### src/rtl/core/s7d_pkg.sv
// Shared types, constants and segment functions for the seven-segment display block.
`timescale 1ns / 1ps
`default_nettype none
package s7d_pkg;

  // Number of display positions.
  localparam int DIGITS = 4;

  function automatic int pow10(input int n);
    int p;
    p = 1;
    for (int i = 0; i < n; i++) begin
      p = p * 10;
    end
    return p;
  endfunction

  localparam int SHOW_HI = pow10(DIGITS) - 1;
  localparam int SHOW_LO = -(pow10(DIGITS - 1) - 1);
  localparam int MAG_W   = $clog2(SHOW_HI + 1);
  localparam int POS_W   = (DIGITS > 1) ? $clog2(DIGITS) : 1;
  localparam int EK_W    = $clog2(DIGITS + 2);

  // Divide by ten as a multiply by a rounded-up reciprocal; exact below 2**MAG_W.
  localparam int DIV_S = MAG_W + 4;
  localparam int DIV_K = (2 ** DIV_S + 9) / 10;
  localparam int PROD_W = MAG_W + DIV_S - 3;

  // Command queue between the front and back parts.
  localparam int QDEPTH = 2;
  localparam int QPTR_W = (QDEPTH > 1) ? $clog2(QDEPTH) : 1;
  localparam int QCNT_W = $clog2(QDEPTH + 1);

  localparam logic [1:0] CMD_SHOW    = 2'd0;
  localparam logic [1:0] CMD_SET     = 2'd1;
  localparam logic [1:0] CMD_REFRESH = 2'd2;
  localparam logic [1:0] CMD_BRIGHT  = 2'd3;

  localparam logic [7:0] SEG_MINUS = 8'h40;
  localparam logic [7:0] SEG_BLANK = 8'h00;
  localparam logic [7:0] SEG_H     = 8'h76;
  localparam logic [7:0] SEG_L     = 8'h38;

  localparam logic [7:0] BYTE_DATA_MODE = 8'h40;
  localparam logic [7:0] BYTE_ADDR_0    = 8'hC0;
  localparam logic [7:0] BYTE_DISP_OFF  = 8'h80;
  localparam logic [7:0] BYTE_DISP_MAX  = 8'h8F;
  localparam logic [7:0] BYTE_DISP_BASE = 8'h88;
  localparam logic [7:0] BRIGHT_RESET   = 8'd100;
  localparam logic [7:0] BRIGHT_MIN     = 8'd5;
  localparam logic [7:0] BRIGHT_FULL    = 8'd100;
  // Divide by twelve for values below 95: (x * 171) >> 11.
  localparam logic [7:0] BRIGHT_RECIP   = 8'd171;
  localparam int         BRIGHT_SHIFT   = 11;

  typedef struct packed {
    logic [1:0]         command;
    logic signed [31:0] value;
    logic [2:0]         position;
    logic [7:0]         character;
  } in_item_t;

  typedef struct packed {
    logic [7:0] out_byte;
    logic       starts_transfer;
    logic       ends_transfer;
    logic       last;
  } out_item_t;

  typedef enum logic [2:0] {
    OP_SHOW,
    OP_FILL,
    OP_SET,
    OP_REFRESH,
    OP_BRIGHT
  } op_t;

  typedef struct packed {
    op_t              op;
    logic [7:0]       seg;
    logic [MAG_W-1:0] mag;
    logic             neg;
    logic [POS_W-1:0] pos;
  } work_t;

  function automatic logic [7:0] seg_digit(input logic [3:0] d);
    logic [7:0] s;
    unique case (d)
      4'd0: s = 8'h3F;
      4'd1: s = 8'h06;
      4'd2: s = 8'h5B;
      4'd3: s = 8'h4F;
      4'd4: s = 8'h66;
      4'd5: s = 8'h6D;
      4'd6: s = 8'h7D;
      4'd7: s = 8'h07;
      4'd8: s = 8'h7F;
      4'd9: s = 8'h6F;
      default: s = SEG_BLANK;
    endcase
    return s;
  endfunction

endpackage
`default_nettype wire

### src/rtl/core/s7d_front.sv
// Front part: accepts items, classifies them and pushes work into the queue.
`timescale 1ns / 1ps
`default_nettype none
module s7d_front (
  input  wire logic             in_valid,
  output logic                  in_ready,
  input  wire s7d_pkg::in_item_t in_item,
  input  wire logic             q_full,
  output logic                  push,
  output s7d_pkg::work_t        push_item
);
  import s7d_pkg::*;

  localparam logic signed [31:0] HI_S = 32'(SHOW_HI);
  localparam logic signed [31:0] LO_S = 32'(SHOW_LO);

  logic        accept;
  logic        drop;
  logic [31:0] abs_val;
  logic [7:0]  char_seg;

  assign in_ready = !q_full;
  assign accept   = in_valid && in_ready;

  // A set to a position past the display changes nothing and emits nothing.
  assign drop = (in_item.command == CMD_SET) &&
                (32'(in_item.position) >= 32'(DIGITS));
  assign push = accept && !drop;

  assign abs_val = in_item.value[31] ? (32'd0 - in_item.value) : in_item.value;

  always_comb begin
    if (in_item.character >= "0" && in_item.character <= "9") begin
      char_seg = seg_digit(in_item.character[3:0]);
    end else if (in_item.character == "-") begin
      char_seg = SEG_MINUS;
    end else begin
      char_seg = SEG_BLANK;
    end
  end

  always_comb begin
    push_item.op  = OP_REFRESH;
    push_item.seg = SEG_BLANK;
    push_item.mag = abs_val[MAG_W-1:0];
    push_item.neg = in_item.value[31];
    push_item.pos = in_item.position[POS_W-1:0];
    unique case (in_item.command)
      CMD_SHOW: begin
        if (in_item.value > HI_S) begin
          push_item.op  = OP_FILL;
          push_item.seg = SEG_H;
        end else if (in_item.value < LO_S) begin
          push_item.op  = OP_FILL;
          push_item.seg = SEG_L;
        end else begin
          push_item.op = OP_SHOW;
        end
      end
      CMD_SET: begin
        push_item.op  = OP_SET;
        push_item.seg = char_seg;
      end
      CMD_REFRESH: push_item.op = OP_REFRESH;
      CMD_BRIGHT:  push_item.op = OP_BRIGHT;
      default:     push_item.op = OP_REFRESH;
    endcase
  end

endmodule
`default_nettype wire

### src/rtl/core/s7d_queue.sv
// Short work queue that lets the front and back parts stall independently.
`timescale 1ns / 1ps
`default_nettype none
module s7d_queue (
  input  wire logic           clk,
  input  wire logic           rst,
  input  wire logic           push,
  input  wire s7d_pkg::work_t push_item,
  output logic                full,
  output logic                q_valid,
  output s7d_pkg::work_t      q_item,
  input  wire logic           pop
);
  import s7d_pkg::*;

  work_t             entries [QDEPTH];
  logic [QPTR_W-1:0] wr_ptr;
  logic [QPTR_W-1:0] rd_ptr;
  logic [QCNT_W-1:0] count;
  logic              do_push;
  logic              do_pop;

  assign full    = (count == QCNT_W'(QDEPTH));
  assign q_valid = (count != '0);
  assign q_item  = entries[rd_ptr];
  assign do_push = push && !full;
  assign do_pop  = pop && q_valid;

  always_ff @(posedge clk) begin
    if (rst) begin
      wr_ptr <= '0;
      rd_ptr <= '0;
      count  <= '0;
    end else begin
      if (do_push) begin
        entries[wr_ptr] <= push_item;
        wr_ptr <= (wr_ptr == QPTR_W'(QDEPTH - 1)) ? '0 : wr_ptr + 1'b1;
      end
      if (do_pop) begin
        rd_ptr <= (rd_ptr == QPTR_W'(QDEPTH - 1)) ? '0 : rd_ptr + 1'b1;
      end
      if (do_push && !do_pop) begin
        count <= count + 1'b1;
      end else if (do_pop && !do_push) begin
        count <= count - 1'b1;
      end
    end
  end

endmodule
`default_nettype wire

### src/rtl/core/s7d_back.sv
// Back part: display memory, digit conversion sequencer and output byte register.
`timescale 1ns / 1ps
`default_nettype none
module s7d_back (
  input  wire logic            clk,
  input  wire logic            rst,
  input  wire logic            cfg_wr_en,
  input  wire logic [7:0]      cfg_wr_data,
  input  wire logic            q_valid,
  input  wire s7d_pkg::work_t  q_item,
  output logic                 pop,
  output logic                 out_valid,
  input  wire logic            out_ready,
  output s7d_pkg::out_item_t   out_item
);
  import s7d_pkg::*;

  typedef enum logic [1:0] {
    ST_IDLE,
    ST_CONV,
    ST_EMIT
  } state_t;

  localparam logic [PROD_W-1:0] DIV_K_V = PROD_W'(DIV_K);

  state_t            state;
  logic [7:0]        mem [DIGITS];
  logic [7:0]        bright;
  logic [MAG_W-1:0]  m;
  logic              neg;
  logic              first;
  logic [POS_W-1:0]  pos;
  logic [EK_W-1:0]   k;
  logic              bsel;

  logic [PROD_W-1:0] prod;
  logic [MAG_W-1:0]  q;
  logic [MAG_W-1:0]  rem;
  logic [7:0]        conv_seg;
  logic [POS_W-1:0]  rd_idx;
  logic [6:0]        br_x;
  logic [14:0]       br_prod;
  logic [7:0]        bright_byte;
  logic              out_free;
  logic              emit_fire;
  logic              emit_end;
  out_item_t         emit_item;

  assign pop       = (state == ST_IDLE) && q_valid;
  assign out_free  = !out_valid || out_ready;
  assign emit_fire = (state == ST_EMIT) && out_free;

  // One decimal digit per cycle: quotient by reciprocal, remainder by shift-add.
  assign prod = PROD_W'(m) * DIV_K_V;
  assign q    = MAG_W'(prod >> DIV_S);
  assign rem  = m - ((q << 3) + (q << 1));

  always_comb begin
    if (first || m != '0) begin
      conv_seg = seg_digit(rem[3:0]);
    end else if (neg) begin
      conv_seg = SEG_MINUS;
    end else begin
      conv_seg = SEG_BLANK;
    end
  end

  assign br_x    = 7'(bright - BRIGHT_MIN);
  assign br_prod = 15'(br_x) * 15'(BRIGHT_RECIP);

  always_comb begin
    if (bright < BRIGHT_MIN) begin
      bright_byte = BYTE_DISP_OFF;
    end else if (bright >= BRIGHT_FULL) begin
      bright_byte = BYTE_DISP_MAX;
    end else begin
      bright_byte = BYTE_DISP_BASE | 8'(br_prod >> BRIGHT_SHIFT);
    end
  end

  assign rd_idx   = POS_W'(k - EK_W'(2));
  assign emit_end = bsel || (k == EK_W'(DIGITS + 1));

  always_comb begin
    if (bsel) begin
      emit_item = '{out_byte: bright_byte, starts_transfer: 1'b1,
                    ends_transfer: 1'b1, last: 1'b1};
    end else if (k == EK_W'(0)) begin
      emit_item = '{out_byte: BYTE_DATA_MODE, starts_transfer: 1'b1,
                    ends_transfer: 1'b1, last: 1'b0};
    end else if (k == EK_W'(1)) begin
      emit_item = '{out_byte: BYTE_ADDR_0, starts_transfer: 1'b1,
                    ends_transfer: 1'b0, last: 1'b0};
    end else begin
      emit_item = '{out_byte: mem[rd_idx], starts_transfer: 1'b0,
                    ends_transfer: emit_end, last: emit_end};
    end
  end

  always_ff @(posedge clk) begin
    if (rst) begin
      state     <= ST_IDLE;
      out_valid <= 1'b0;
      bright    <= BRIGHT_RESET;
      for (int i = 0; i < DIGITS; i++) begin
        mem[i] <= SEG_BLANK;
      end
    end else begin
      if (cfg_wr_en) begin
        bright <= cfg_wr_data;
      end
      if (emit_fire) begin
        out_valid <= 1'b1;
      end else if (out_ready) begin
        out_valid <= 1'b0;
      end
      unique case (state)
        ST_IDLE: begin
          if (q_valid) begin
            k    <= '0;
            bsel <= (q_item.op == OP_BRIGHT);
            unique case (q_item.op)
              OP_SHOW: begin
                m     <= q_item.mag;
                neg   <= q_item.neg;
                first <= 1'b1;
                pos   <= POS_W'(DIGITS - 1);
                state <= ST_CONV;
              end
              OP_FILL: begin
                for (int i = 0; i < DIGITS; i++) begin
                  mem[i] <= q_item.seg;
                end
                state <= ST_EMIT;
              end
              OP_SET: begin
                mem[q_item.pos] <= q_item.seg;
              end
              OP_REFRESH: state <= ST_EMIT;
              OP_BRIGHT: begin
                state <= ST_EMIT;
              end
              default: state <= ST_IDLE;
            endcase
          end
        end
        ST_CONV: begin
          mem[pos] <= conv_seg;
          first    <= 1'b0;
          if (first || m != '0) begin
            m <= q;
          end else if (neg) begin
            neg <= 1'b0;
          end
          if (pos == '0) begin
            state <= ST_EMIT;
          end else begin
            pos <= pos - 1'b1;
          end
        end
        ST_EMIT: begin
          if (emit_fire) begin
            out_item <= emit_item;
            if (emit_end) begin
              state <= ST_IDLE;
            end else begin
              k <= k + 1'b1;
            end
          end
        end
        default: state <= ST_IDLE;
      endcase
    end
  end

endmodule
`default_nettype wire

### src/rtl/core/int_to_seven_segment_display_top.sv
// Top level of the seven-segment display byte generator.
//
//   Channel   Direction  Handshake             Payload
//   in        input      in_valid / in_ready   in_item (command, value, position, character)
//   out       output     out_valid / out_ready out_item (byte, start, stop, last)
//   cfg       input      cfg_wr_en             cfg_wr_data (brightness percent)
//
// A show item converts one digit per cycle through the divide-by-ten multiplier and then
// emits DIGITS + 2 bytes; a refresh emits the same DIGITS + 2 bytes, a brightness item
// one byte and a set item none.
// The output register moves one byte per cycle; a low out_ready holds the back part,
// while the front keeps taking items until the two-entry queue fills.
// Synchronous reset blanks the display memory and sets brightness to 100.
`timescale 1ns / 1ps
`default_nettype none
module int_to_seven_segment_display_top (
  input  wire logic               clk,
  input  wire logic               rst,
  input  wire logic               in_valid,
  output logic                    in_ready,
  input  wire s7d_pkg::in_item_t  in_item,
  output logic                    out_valid,
  input  wire logic               out_ready,
  output s7d_pkg::out_item_t      out_item,
  input  wire logic               cfg_wr_en,
  input  wire logic [7:0]         cfg_wr_data
);
  import s7d_pkg::*;

  logic  push;
  work_t push_item;
  logic  q_full;
  logic  q_valid;
  work_t q_item;
  logic  pop;

  s7d_front u_front (
    .in_valid  (in_valid),
    .in_ready  (in_ready),
    .in_item   (in_item),
    .q_full    (q_full),
    .push      (push),
    .push_item (push_item)
  );

  s7d_queue u_queue (
    .clk       (clk),
    .rst       (rst),
    .push      (push),
    .push_item (push_item),
    .full      (q_full),
    .q_valid   (q_valid),
    .q_item    (q_item),
    .pop       (pop)
  );

  s7d_back u_back (
    .clk         (clk),
    .rst         (rst),
    .cfg_wr_en   (cfg_wr_en),
    .cfg_wr_data (cfg_wr_data),
    .q_valid     (q_valid),
    .q_item      (q_item),
    .pop         (pop),
    .out_valid   (out_valid),
    .out_ready   (out_ready),
    .out_item    (out_item)
  );

endmodule
`default_nettype wire

### config.mk
export PLATFORM = sky130hd
export DESIGN_NAME = int_to_seven_segment_display_top
export DESIGN_NICKNAME = d
export VERILOG_FILES = /design/src/rtl/core/s7d_pkg.sv /design/src/rtl/core/s7d_front.sv /design/src/rtl/core/s7d_queue.sv /design/src/rtl/core/s7d_back.sv /design/src/rtl/core/int_to_seven_segment_display_top.sv
export SDC_FILE = /design/constraint.sdc
export NUM_CORES = 1
export LEC_CHECK = 0
export BUFFER_PORTS_ARGS = -buffer_cell sky130_fd_sc_hd__clkbuf_2
export CORE_MARGIN = 1
export CORE_UTILIZATION = 55
export CTS_BUF_LIST = sky130_fd_sc_hd__clkbuf_4 sky130_fd_sc_hd__clkbuf_8 sky130_fd_sc_hd__clkbuf_16
export DETAILED_ROUTE_END_ITERATION = 12
export PLACE_DENSITY = 0.73
export SLEW_MARGIN = 20
export SYNTH_ARGS = -nofsm -noshare
export SYNTH_HDL_FRONTEND = slang
export SYNTH_HIERARCHICAL = 1
export SYNTH_SLANG_ARGS = --single-unit
### constraint.sdc
create_clock -name clk -period 10.9 [get_ports clk]
set_input_delay 0.545 -clock clk [delete_from_list [all_inputs] [get_ports clk]]
set_output_delay 0.545 -clock clk [all_outputs]
set_load 0.01 [all_outputs]
# Word-level counts from Yosys, hierarchy flattened
# Memories as Yosys holds them, arrays and structs flattened. A register that Yosys moved wholly into a read port is not among the register bits.
# Cells that the tools add are included.
[word_totals]
ff_bits = 48
ram_bits = 88
romBits = 224
output_inout_bits = 13
word_cells = 185
mem_count = 4
[op_classes]
add_sub_neg = 11
mul = 2
n_lt_le_gt_ge = 7
n_eq_ne = 23
n_mux = 76
bitwise = 5
reduce_logical = 41
[mem_list]
columns = ["memory", "words", "word_bits", "rd", "rd_ports_with_merged_regs", "write_ports", "line", "text"]
rows = [
  ["(no name shown)", 16, 7, 1, 0, 0, "s7d_pkg.sv:88", "unique case (d)"],
  ["(no name shown)", 16, 7, 1, 0, 0, "s7d_pkg.sv:88", ""],
  ["u_queue.entries", 2, 28, 1, 1, 1, "s7d_queue.sv:16", "work_t entries [QDEPTH];"],
  ["u_back.mem", 4, 8, 1, 0, 4, "s7d_back.sv:27", "logic [7:0] mem [DIGITS];"],
]
[ops]
columns = ["operator", "count"]
rows = [
  ["$mux W8", 8],
  ["$mux W14", 4],
  ["$mux W11", 3],
  ["$gt A32 B15 Y1 const B", 1],
  ["$lt A32 B11 Y1 const B", 1],
  ["$mux W1", 32],
  ["$mul A14 B15 Y29 const B", 1],
  ["$pmux W14 S2", 1],
  ["$reduce_and A5 Y1", 5],
  ["$mux W2", 11],
  ["$pmux W8 S2", 1],
  ["$reduce_or A8 Y1", 2],
  ["$mul A7 B8 Y14 const B", 1],
  ["$mux W7", 2],
  ["$reduce_bool A14 Y1", 1],
  ["$sub A1 B14 Y14 const A", 1],
  ["$mux W3", 4],
  ["$pmux W2 S3", 2],
  ["$pmux W3 S4", 1],
  ["$logic_and A1 B1 Y1", 10],
  ["$ne A2 B1 Y1 const B", 5],
  ["$ne A2 B2 Y1 const B", 5],
  ["$reduce_bool A2 Y1", 5],
  ["$mux W9", 1],
  ["34 further kinds", 57],
]

# Depth between registers and ports, before layout
# Gate-level depths: netlist of run 1.
[depth]
word_depth = 9
ltp_mapped = 28

# Modules after synthesis
# The synthesis of run 1 kept the hierarchy.
[modules_own_cells]
columns = ["module", "instances", "cells_each", "area_each_um2", "seq_area_each_um2"]
rows = [
  ["s7d_back", 1, 773, 8112.8, 2172.1],
  ["s7d_queue", 1, 113, 2245.9, 1781.7],
  ["s7d_front", 1, 131, 887.1, 0.0],
]

# Worst setup path after synthesis of run 1
# Ideal clock, no wire load.
[synth_path]
path_type = "register to register"
start = "reg u_back.m[8]"
end = "mem u_back.mem[0][6] (data pin)"
setup_ns = 0.272
arrival_ns = 6.838
t_required_ns = 10.628
slack_ns = 3.790
stages_incl_launch_ff = 28
period_less_slack_ns = 7.110
cell_sequence = "edfxtp_1 inv_1 ha_1 fa_1 fa_1 inv_1 fa_1 inv_1 fa_1 inv_1 fa_1 inv_1 ha_1 nand4_1 or3_1 a21oi_1 o21a_1 nor2_1 xnor2_1 ha_1 xnor2_1 xnor2_1 or3_1 a2111o_1 and3_1 buf_6 a311o_1 a21boi_1"
[synth_lines]
columns = ["element", "line", "text"]
rows = [
  ["start: declaration", "s7d_back.sv:29", "logic [MAG_W-1:0] m;"],
  ["start signal: assignment", "s7d_back.sv:124", "m <= q_item.mag;"],
  ["start signal: assignment", "s7d_back.sv:151", "m <= q;"],
  ["end: declaration", "s7d_back.sv:27", ""],
]

==> results of run 1 <==
-- metrics by stage --
stage / setup slack [ps] / utilization, % / cells
after CTS: 3360 / 62.9 / 1366
after global placement: 3530 / 59.9 / 1334
after floorplan: 3790 / - / 1017
final: 3340 / 62.9 / 1366
after detailed placement: 3380 / 59.9 / 1334
after global routing: 2860 / 62.9 / 1366
-- worst min path at each step --
| stage | start | to | slack (ps) | cells past startpoint |
|---|---|---|---|---|
| final | in_item[9] | u_queue/entries[0][1] | 320 | 1 |
| after global routing | in_item[9] | u_queue/entries[0][1] | 320 | 1 |
| after CTS | in_item[9] | u_queue/entries[0][1] | 310 | 1 |
| after detailed placement | u_queue/rd_ptr | register | 500 | 2 |
| after global placement | u_queue/rd_ptr | u_queue/rd_ptr | 490 | 2 |
| after floorplan | u_queue/wr_ptr | u_queue/wr_ptr | 460 | 2 |
-- critical path, cell delays in order, from the launching register on --
cell and delay (ps):
edfxtp_1 470, inv_1 120, ha_1 370, fa_1 500, fa_1 510, inv_1 50
fa_1 540, inv_1 60, fa_1 500, inv_1 50, fa_1 490, inv_1 40
ha_1 270, nand4_1 160, or3_1 400, a21oi_1 180, o21a_1 250, nor2_1 70
xnor2_1 210, ha_1 200, xnor2_1 140, xnor2_1 100, or3_1 340, a2111o_1 450
and3_1 290, a311o_1 390, a21boi_1 150
-- cell type report --
cell class / instances / area, um^2 / area share [%]
timing repair buffer: 76 / 395 / 3.18
sequential: 137 / 3950 / 31.8
tap: 265 / 332 / 2.67
inverter: 163 / 612 / 4.92
clock buffer: 20 / 483 / 3.88
multi-input combinational: 693 / 6560 / 52.8
clock inverter: 12 / 95.1 / 0.765
-- state kept, by name (all words and copies together) (netlist names), 2 cells and up, named ones only --
| signal | flops |
|---|---|
| u_back/bright | 8 |
| u_back/k | 3 |
| u_back/m | 14 |
| u_back/mem | 32 |
| u_back/out_item | 11 |
| u_back/pos | 2 |
| u_back/state | 2 |
| u_queue/count | 2 |
| u_queue/entries | 56 |
-- Yosys cell counts, drive strengths merged (5+ instances only) --
| master | n |
|---|---|
| ha | 169 |
| inv | 163 |
| edfxtp | 121 |
| fa | 69 |
| nand2 | 56 |
| a21oi | 48 |
| nor2 | 47 |
| o21ai | 42 |
| xnor2 | 29 |
| mux2 | 28 |
| nor3 | 17 |
| dfxtp | 16 |
| clkbuf | 14 |
| nand2b | 11 |
| nand3 | 11 |
| nor2b | 11 |
| and2 | 10 |
| buf | 10 |
| o31ai | 10 |
| xor2 | 10 |
| nand4 | 9 |
| or3 | 9 |
| mux4 | 8 |
| nor4 | 8 |
| a21o | 7 |
| mux2i | 7 |
| or2 | 7 |
| a21boi | 6 |
| a31oi | 6 |
| a22o | 5 |
| and3 | 5 |
| o21a | 5 |
-- layer usage --
layer	up-vias	global-route usage, %
met5	-	0
li1	3700	-
met4	0	6.97
met2	223	37.1
met1	3588	28.7
met3	27	2.70
-- kinds of logic after synthesis --
family          count (synthesis)
buf+inv                       187
mux                            43
xor+xnor                       39
flops                         137
simple gates                  210
fa+ha+maj                     238
other cells                     1
compound gates                162
-- placed cells by master, fill, tap and decap left out, types with 11 or more instances in the layout --
cell type  Yosys  layout
nand3_1       11      11
inv_1        163     163
ha_1         169     169
o21ai_0       37      37
edfxtp_1     121     121
a21oi_1       46      46
nand2_1       56      56
clkbuf_16      0      19
nor2_1        47      47
dfxtp_1       16      16
clkbuf_2       0      70
fa_1          69      69
nand2b_1      11      11
xnor2_1       29      29
nor3_1        17      16
mux2_2        28      28
==> key figures, run 1 <==
Die
  • # IOs: 71
  • Die area: 21000 um^2
  • Core area: 19800 um^2
  • Site row count: 51
  • Die Wd: roughly 140 um
  • Initial Util: 56.9%
  • DIE HEIGHT: 145 um

Worst setup path
  • FF-to-FF setup slack: 3340 ps
  • CP max FO: 7
  • CP Launch Point: u_back/m[8]
  • Reg2reg path depth: 26
  • Reg-to-reg critical path endpoint: u_back/mem[1][6]
  • Critical path endpoint: u_back/mem[1][6]
  • Crit Path Category: reg -> reg
  • Startpoint types: register
  • Reg2Reg Launch Point: u_back/m[8]
  • Crit path DAT: roughly 7700 ps
  • WP data required: 11040 ps
  • CP Capture Type: register

Clock tree
  • CTS tree: done
  • Clk pin slew, worst setup/hold paths: 60 ps
  • CTS buffer count: 17
  • Cts-stage hold buffer count: 0
  • H-tree levels: 4
  • Post-cts resize count: 0
  • Clock Path Buffers: 2
  • Clk root buf: clkbuf_16
  • Clock sink count: ~140
  • Setup bufs post-CTS: 0
  • Latest clock arrival within the worst-skew pair: around 420 ps

STA
  • Max-slew violations: 0
  • Hold Worst Slack: approximately 320 ps
  • Clock Skew: 9.19 ps
  • Unrepaired setup endpoints after global routing: false
  • Fmax: 132 MHz
  • Worst slew margin: 33.3%
  • Final clock period utilization by the worst path: 69.3%
  • TNS Setup: 0 ps
  • Finish-stage setup viols: 0
  • Hold Vio Cnt, Final: 0
  • Worst Max-Slew Pin Slew: 996 ps
  • Post-route minimum period: 7560 ps

GRT
  • Vias in the first global route: around 7700
  • Gr usage total: between 20% and 30%
  • Antenna violations before repair: 0
  • Largest net degree at the start of global routing: 30
  • First-pass GRT wire length: 36500 um
  • Grt ovf: 0

Logic synthesis
  • Count of cell types in the netlist: 68
  • Sequential-to-total area share from yosys stat: 35.2%
  • Simple-Gate Fraction of Synth Area: under 10%
  • Area fraction in compound gates after synthesis: 9.75%
  • Asr flop ratio synth: 0%
  • Synth Area in XOR/XNOR: 3.04%
  • Synthesized instance count: 1017
  • Post-synth top area cell: edfxtp_1
  • Main synth FF type: edfxtp_1
  • Multiplexer share of the synthesized area: 5.03%
  • Syn nets: 1313
  • Yosys warnings: 6
  • Post-synthesis sequential element count: between 100 and 150
  • Mapped cell area: between 10000 and 15000 um^2
  • Synth top area share: around a third
  • Synthesized area per cell: 11.1 um^2
  • Main combinational cell family by area after synthesis: adder cells
  • Adder-Cell Fraction of Synth Area: 31.1%
  • Synth area leaders: edfxtp_1 (32%), ha_1 (19%), fa_1 (12%), inv_1 (5.4%), dfxtp_1 (2.8%)
  • Number of synthesized flops with an enable pin: 121

Drt
  • DR DRC count: 0
  • Total Routed Length: 21600 um
  • WL met1: 9680 um
  • Via Count: around 7500
  • Met2 wire len: 10400 um
  • Antenna Nets Post-Route: 0
  • Max layer used: met4
  • Drt pass-1 iters: 5
  • DR iter-0 viols: roughly 480
  • Via density: ~5.5
  • Metal3 WL: between 1000 and 1500 um
  • Routed len/inst: between 15 and 20 um

Placement
  • Placed Area: 11900 um^2
  • GP Congestion: 0.870
  • PortBufs: 70
  • Post-DP HPWL: 17200 um

Layout
  • # diodes: 0
  • Area Overhead vs Synth: 10.6%
  • Fin area: 12400 um^2
  • Nets: 1384
  • Layout cells sized above 1: 15.2%
  • Fillers: 1559

Worst hold path
  • Worst Hold Class: in -> reg

Status
  • Outcome: finished, final reports clean

Run
  • MaxCap Viol Count: 0
Power of run 1 is not shown: default switching activity piles up to over one toggle a cycle in this logic, so the estimate is an artifact.
==> run 2: changes to the inputs <==
- clock period: 10.9 -> 7.5 ns (I/O delays scaled with it)
==> key figures, run 2 (synthesis gave the netlist of run 1 again) <==
Layout
  • # diodes: 0 (unchanged)
  • Nets: 1397 (+0.94%)
  • Layout cells sized above 1: 17.6% (+2.4 points)
  • Largest registers: u_queue/entries (56), u_back/mem (32), u_back/m (14)
  • Largest register by flop count: u_queue/entries
  • Area Overhead vs Synth: 11.8%
  • Largest register FFs: 56 (unchanged)
  • Commonest non-fill, non-tap cell in the layout: ha_1
  • Most frequent cells in the layout: ha_1 (167), inv_1 (160), edfxtp_1 (121)
  • Final core utilization: 63.6% (+0.71 points)

Placement
  • Placement Setup Slack: 42.7 ps (-3340 ps)
  • Post-DP HPWL: 17300 um (+0.50%)
  • PortBufs: 70 (unchanged)
  • GP Congestion: 0.857 (-1.6%)

Drt
  • Routed len/inst: 16.1 um (+1.7%)
  • Via density: 5.53 (+0.21%)
  • Drt pass-1 iters: 5 (unchanged)
  • Total Routed Length: 22100 um (+2.6%)
  • Antenna Nets Post-Route: 0 (unchanged)
  • Via Count: 7620 (+1.1%)
  • DR iter-0 viols: 436 (-9.0%)
  • DR DRC count: 0 (unchanged)

Worst setup path
  • CP Capture Type: register
  • CP peak stage delay: 600 ps (+60 ps)
  • Slowest cell on crit path: fa_2
  • Cell repeated most along the worst path: fa_1
  • Startpoint types: register
  • CP max FO: 7 (unchanged)
  • WP data required: 7630 ps (-3410 ps)
  • Crit path DAT: 7500 ps (-200 ps)
  • Crit Path Category: reg -> reg
  • Worst path bufs/invs: 2 (-3)
  • Cells along the critical path: fa_2 -> inv_1 -> fa_1 -> fa_2 -> fa_1 -> inv_1 -> fa_1 -> fa_1 -> ha_1 -> a21oi_2 -> o22ai_2 -> or3b_1 -> o21a_1 -> nor2_2 -> xnor2_2 -> ha_2 -> xnor2_2 -> xnor2_1 -> or3_1 -> a2111o_1 -> and3_4 -> a311o_1 -> a21boi_2
  • Crit-path leading delay family: adder cells

GRT
  • First-pass GRT wire length: 37400 um (+2.6%)
  • Largest net degree at the start of global routing: 30 (unchanged)
  • Grt ovf: 0 (unchanged)
  • Vias in the first global route: 7792 (+1.5%)
  • Gr usage total: 22.2% (+0.49 points)
  • Antenna violations before repair: 0 (unchanged)

STA
  • Worst Max-Slew Pin Slew: 948 ps (-47.7 ps)
  • Worst slew margin: 36.5% (+3.2 points)
  • Finish-stage setup viols: 0 (unchanged)
  • Hold Vio Cnt, Final: 0 (unchanged)
  • Final clock period utilization by the worst path: 98.2% (+29 points)
  • Final worst-path setup slack: 132 ps (-3210 ps)
  • Hold Worst Slack: 160 ps (-161 ps)
  • Post-route minimum period: 7370 ps (-190 ps)
  • Clock Skew: 12.9 ps (+3.72 ps)
  • Max-slew violations: 0 (unchanged)
  • Fmax: 136 MHz (+2.6%)

Run
  • MaxCap Viol Count: 0 (unchanged)

Status
  • Outcome: finished, final reports clean

Clock tree
  • CTS buffer count: 17 (unchanged)
  • H-tree levels: 4 (unchanged)
  • Latest clock arrival within the worst-skew pair: 420 ps (about the same)
  • Clock Path Buffers: 2 (unchanged)
  • Clock sink count: 137 (unchanged)
  • Clk pin slew, worst setup/hold paths: 60 ps (about the same)
  • CTS tree: done
  • Clk root buf: clkbuf_16

Die
  • DIE HEIGHT: 145 um (unchanged)
  • Site row count: 51 (unchanged)
  • Die area: 21000 um^2 (unchanged)
  • # IOs: 71 (unchanged)
  • Core area: 19800 um^2 (unchanged)
  • Die Wd: 145 um (unchanged)
  • Initial Util: 56.9% (unchanged)

Worst hold path
  • Worst Hold Class: in -> reg
[run 2: changes by cell type in the layout (fill, tap and decap cells not counted), moves of 3 or more]
| cell | delta |
|---|---|
| buf_4 | +13 |
| inv_1 | -3 |
| a21oi_1 | -3 |
| inv_2 | +3 |
[run 2: worst reg2reg max path, delay by kind of cell, from the launching register on]
kind / cells / cell delay [ps]
adders and majority gates: 8 / 3580
AOI/OAI and AO/OA: 6 / 1350
and+or+nand+nor: 4 / 1180
DFF: 1 / 470
xor gates and xnor gates: 3 / 380
buffers and inverters: 2 / 100
[run 2: routing by layer]
| metal | vias up | track usage, % | routed length, um |
|---|---|---|---|
| li1 | 3719 | - | - |
| met4 | 0 | 6.91 | 429 |
| met5 | - | 0 | 0 |
| met1 | 3663 | 29.4 | 10000 |
| met3 | 38 | 3.27 | 922 |
| met2 | 200 | 37.7 | 10700 |
[run 2: worst paths after layout]
path / startpoint / endpoint / slack (ps) / depth (start not counted)
setup / recovery: u_back/m[13] / u_back/mem[2][6] / 130 / 23
hold / removal: cfg_wr_data[2] / u_back/bright[2] / 160 / 2
setup reg to reg: u_back/m[13] / u_back/mem[2][6] / 130 / 23
hold reg to reg: u_queue/rd_ptr / register / 510 / 2
[run 2: through the flow]
step	cells	instance area, um^2	TNS (ps)
floorplan	1017	11200	0
global placement	1339	11900	0
detailed placement	1339	11900	0
CTS	1370	12400	0
global route	1378	12600	-797
finish	1378	12600	0
[run 2: area by class of cell]
class	count	area (um^2)
Fill cell	1557	7210
Inverter	163	612
Clock inverter	12	90.1
Sequential cell	137	3950
Timing Repair Buffer	89	493
Tap cell	265	332
Clock buffer	19	453
Multi-Input combinational cell	693	6640
[run 2: repair_timing]
item,4_1_cts,5_1_grt
hold buffers,0,0
resized for setup,0,20
buffers inserted,0,8
endpoints found under the setup margin,0,28
Power of run 2 is left out for the same reason.
==> run 3: changes to the inputs <==
- CORE_MARGIN: 1 -> 10
==> key figures, run 3 (synthesis gave the netlist of run 1 again) <==
Layout
  • Largest register FFs: 56 (unchanged)
  • Most frequent cells in the layout: ha_1 (165), inv_1 (160), edfxtp_1 (121)
  • Largest registers: u_queue/entries (56), u_back/mem (32), u_back/m (14)
  • Nets: 1399 (+0.14%)
  • Layout cells sized above 1: 17.8% (+0.22 points)
  • Final Non-Filler Cells: 1386 (+0.58%)
  • Commonest non-fill, non-tap cell in the layout: ha_1
  • Largest register by flop count: u_queue/entries
  • Area Overhead vs Synth: 13.2%
  • # diodes: 0 (unchanged)

Worst hold path
  • Hold path cells: 1 (-1)
  • Hold path endpoint: u_queue/entries[1][1]
  • HP Start: in_item[9]
  • Worst Hold Class: in -> reg

Worst setup path
  • Crit-path leading delay family: adder cells
  • Cell repeated most along the worst path: fa_1
  • Startpoint types: register
  • Crit Path Category: reg -> reg
  • WP data required: 7650 ps (+20 ps)
  • Reg2Reg Launch Point: u_back/m[13]
  • FF-to-FF setup slack: 230 ps (+100 ps)
  • CP Capture Type: register
  • Reg2reg path depth: 23 (unchanged)
  • Worst path bufs/invs: 2 (unchanged)
  • CP max FO: 7 (unchanged)
  • Slowest cell on crit path: fa_2
  • CP peak stage delay: 570 ps (-30 ps)
  • Worst path depth: 23 (unchanged)
  • Reg-to-reg critical path endpoint: u_back/mem[0][6]
  • Crit path DAT: 7420 ps (-80 ps)
  • Cells along the critical path: fa_2 -> inv_2 -> fa_1 -> fa_2 -> fa_1 -> inv_1 -> fa_1 -> fa_1 -> ha_4 -> a21oi_2 -> o22ai_2 -> or3b_1 -> o21a_1 -> nor2_2 -> xnor2_1 -> ha_2 -> xnor2_2 -> xnor2_1 -> or3_1 -> a2111o_1 -> and3_4 -> a311o_1 -> a21boi_2

Die
  • Core area: 20200 um^2 (+2.0%)
  • DIE HEIGHT: 163 um (+12%)
  • # IOs: 71 (unchanged)
  • Die Wd: 163 um (+12%)
  • Site row count: 52 (+2.0%)
  • Die area: 26600 um^2 (+26%)
  • Initial Util: 55.8% (-1.1 points)

GRT
  • Global-route track usage on met3: 4.40% (+1.1 points)
  • Gr usage total: 17.5% (-4.7 points)
  • Antenna violations before repair: 0 (unchanged)
  • GR peak layer: met2
  • Grt ovf: 0 (unchanged)
  • M2 GR Usage: 28.5% (-9.2 points)
  • Largest net degree at the start of global routing: 30 (unchanged)
  • First-pass GRT wire length: 37700 um (+0.59%)
  • M1 GR Usage: 22.6% (-6.8 points)
  • Vias in the first global route: 7880 (+1.1%)

Drt
  • Antenna Nets Post-Route: 0 (unchanged)
  • Drt pass-1 iters: 5 (unchanged)
  • DR DRC count: 0 (unchanged)
  • Via Count: 7582 (-0.50%)
  • DR iter-0 viols: 350 (-20%)
  • Via density: 5.47 (-1.1%)
  • Total Routed Length: 22400 um (+1.4%)
  • Routed len/inst: 16.2 um (+0.79%)

Clock tree
  • Clk root buf: clkbuf_16
  • Cts-stage hold buffer count: 0 (unchanged)
  • CTS buffer count: 17 (unchanged)
  • Clock sink count: 137 (unchanged)
  • H-tree levels: 4 (unchanged)
  • Latest clock arrival within the worst-skew pair: 420 ps (about the same)
  • CTS tree: done
  • Clock Path Buffers: 2 (unchanged)
  • Clk pin slew, worst setup/hold paths: 60 ps (about the same)

STA
  • Max-slew violations: 0 (unchanged)
  • Fmax: 138 MHz (+1.3%)
  • Finish-stage setup viols: 0 (unchanged)
  • Final clock period utilization by the worst path: 96.9% (-1.3 points)
  • Final worst-path setup slack: 230 ps (+98.1 ps)
  • Worst slew margin: 37.3% (+0.76 points)
  • Hold Vio Cnt, Final: 0 (unchanged)
  • Post-route minimum period: 7270 ps (-98.1 ps)
  • Worst Max-Slew Pin Slew: 937 ps (-11.4 ps)
  • Clock Skew: 10.0 ps (-2.91 ps)

Status
  • Outcome: finished, final reports clean

Placement
  • GP Congestion: 0.882 (+3.0%)
  • PortBufs: 70 (unchanged)
  • Inst Count DP: 1345 (+0.45%)
  • Post-DP HPWL: 17600 um (+1.6%)
  • Placement Setup Slack: 103 ps (+59.8 ps)

Run
  • MaxCap Viol Count: 0 (unchanged)
==> run 3: layer usage <==
| metal | up-vias | part of all wire [%] |
|---|---|---|
| met5 | - | 0 |
| met1 | 3644 | 45 |
| met3 | 29 | 5.4 |
| met2 | 185 | 48 |
| met4 | 0 | 1.7 |
| li1 | 3724 | - |
==> run 3: how the worst max path moves through the flow <==
| stage | startpoint | to |
|---|---|---|
| after detailed placement | u_back/m[12] | u_back/mem[0][6] |
| after global routing | u_back/m[12] | u_back/mem[0][6] |
| after CTS | u_back/m[12] | u_back/mem[2][2] |
| after global placement | u_back/m[12] | u_back/mem[2][6] |
| final | u_back/m[13] | u_back/mem[0][6] |
| after floorplan | u_back/m[8] | u_back/mem[0][6] |
==> run 3: metrics by stage <==
| step | hold WS, ps | setup TNS, ps | util [%] | instance area (um^2) |
|---|---|---|---|---|
| final | 147 | 0 | 63.1 | 12700 |
| after global routing | 133 | -66.7 | 63.1 | 12700 |
| after CTS | 128 | 0 | 62.2 | 12500 |
| after detailed placement | 488 | 0 | 59.0 | 11900 |
| after global placement | 484 | 0 | 59.0 | 11900 |
| after floorplan | 444 | 0 | - | 11200 |
==> run 3: cell type report <==
cell class	instances	area (um^2)
Sequential cell	137	3950
Multi-Input combinational cell	693	6670
Clock buffer	23	558
Timing Repair Buffer	91	508
Fill cell	1596	7440
Inverter	163	612
Tap cell	270	338
Clock inverter	9	83.8
==> run 3: repair_timing <==
| item | 4_1_cts | 5_1_grt |
|---|---|---|
| endpoints found under the setup margin | 0 | 28 |
| buffers inserted | 0 | 9 |
| resized for setup | 0 | 22 |
Power of run 3 is left out for the same reason.
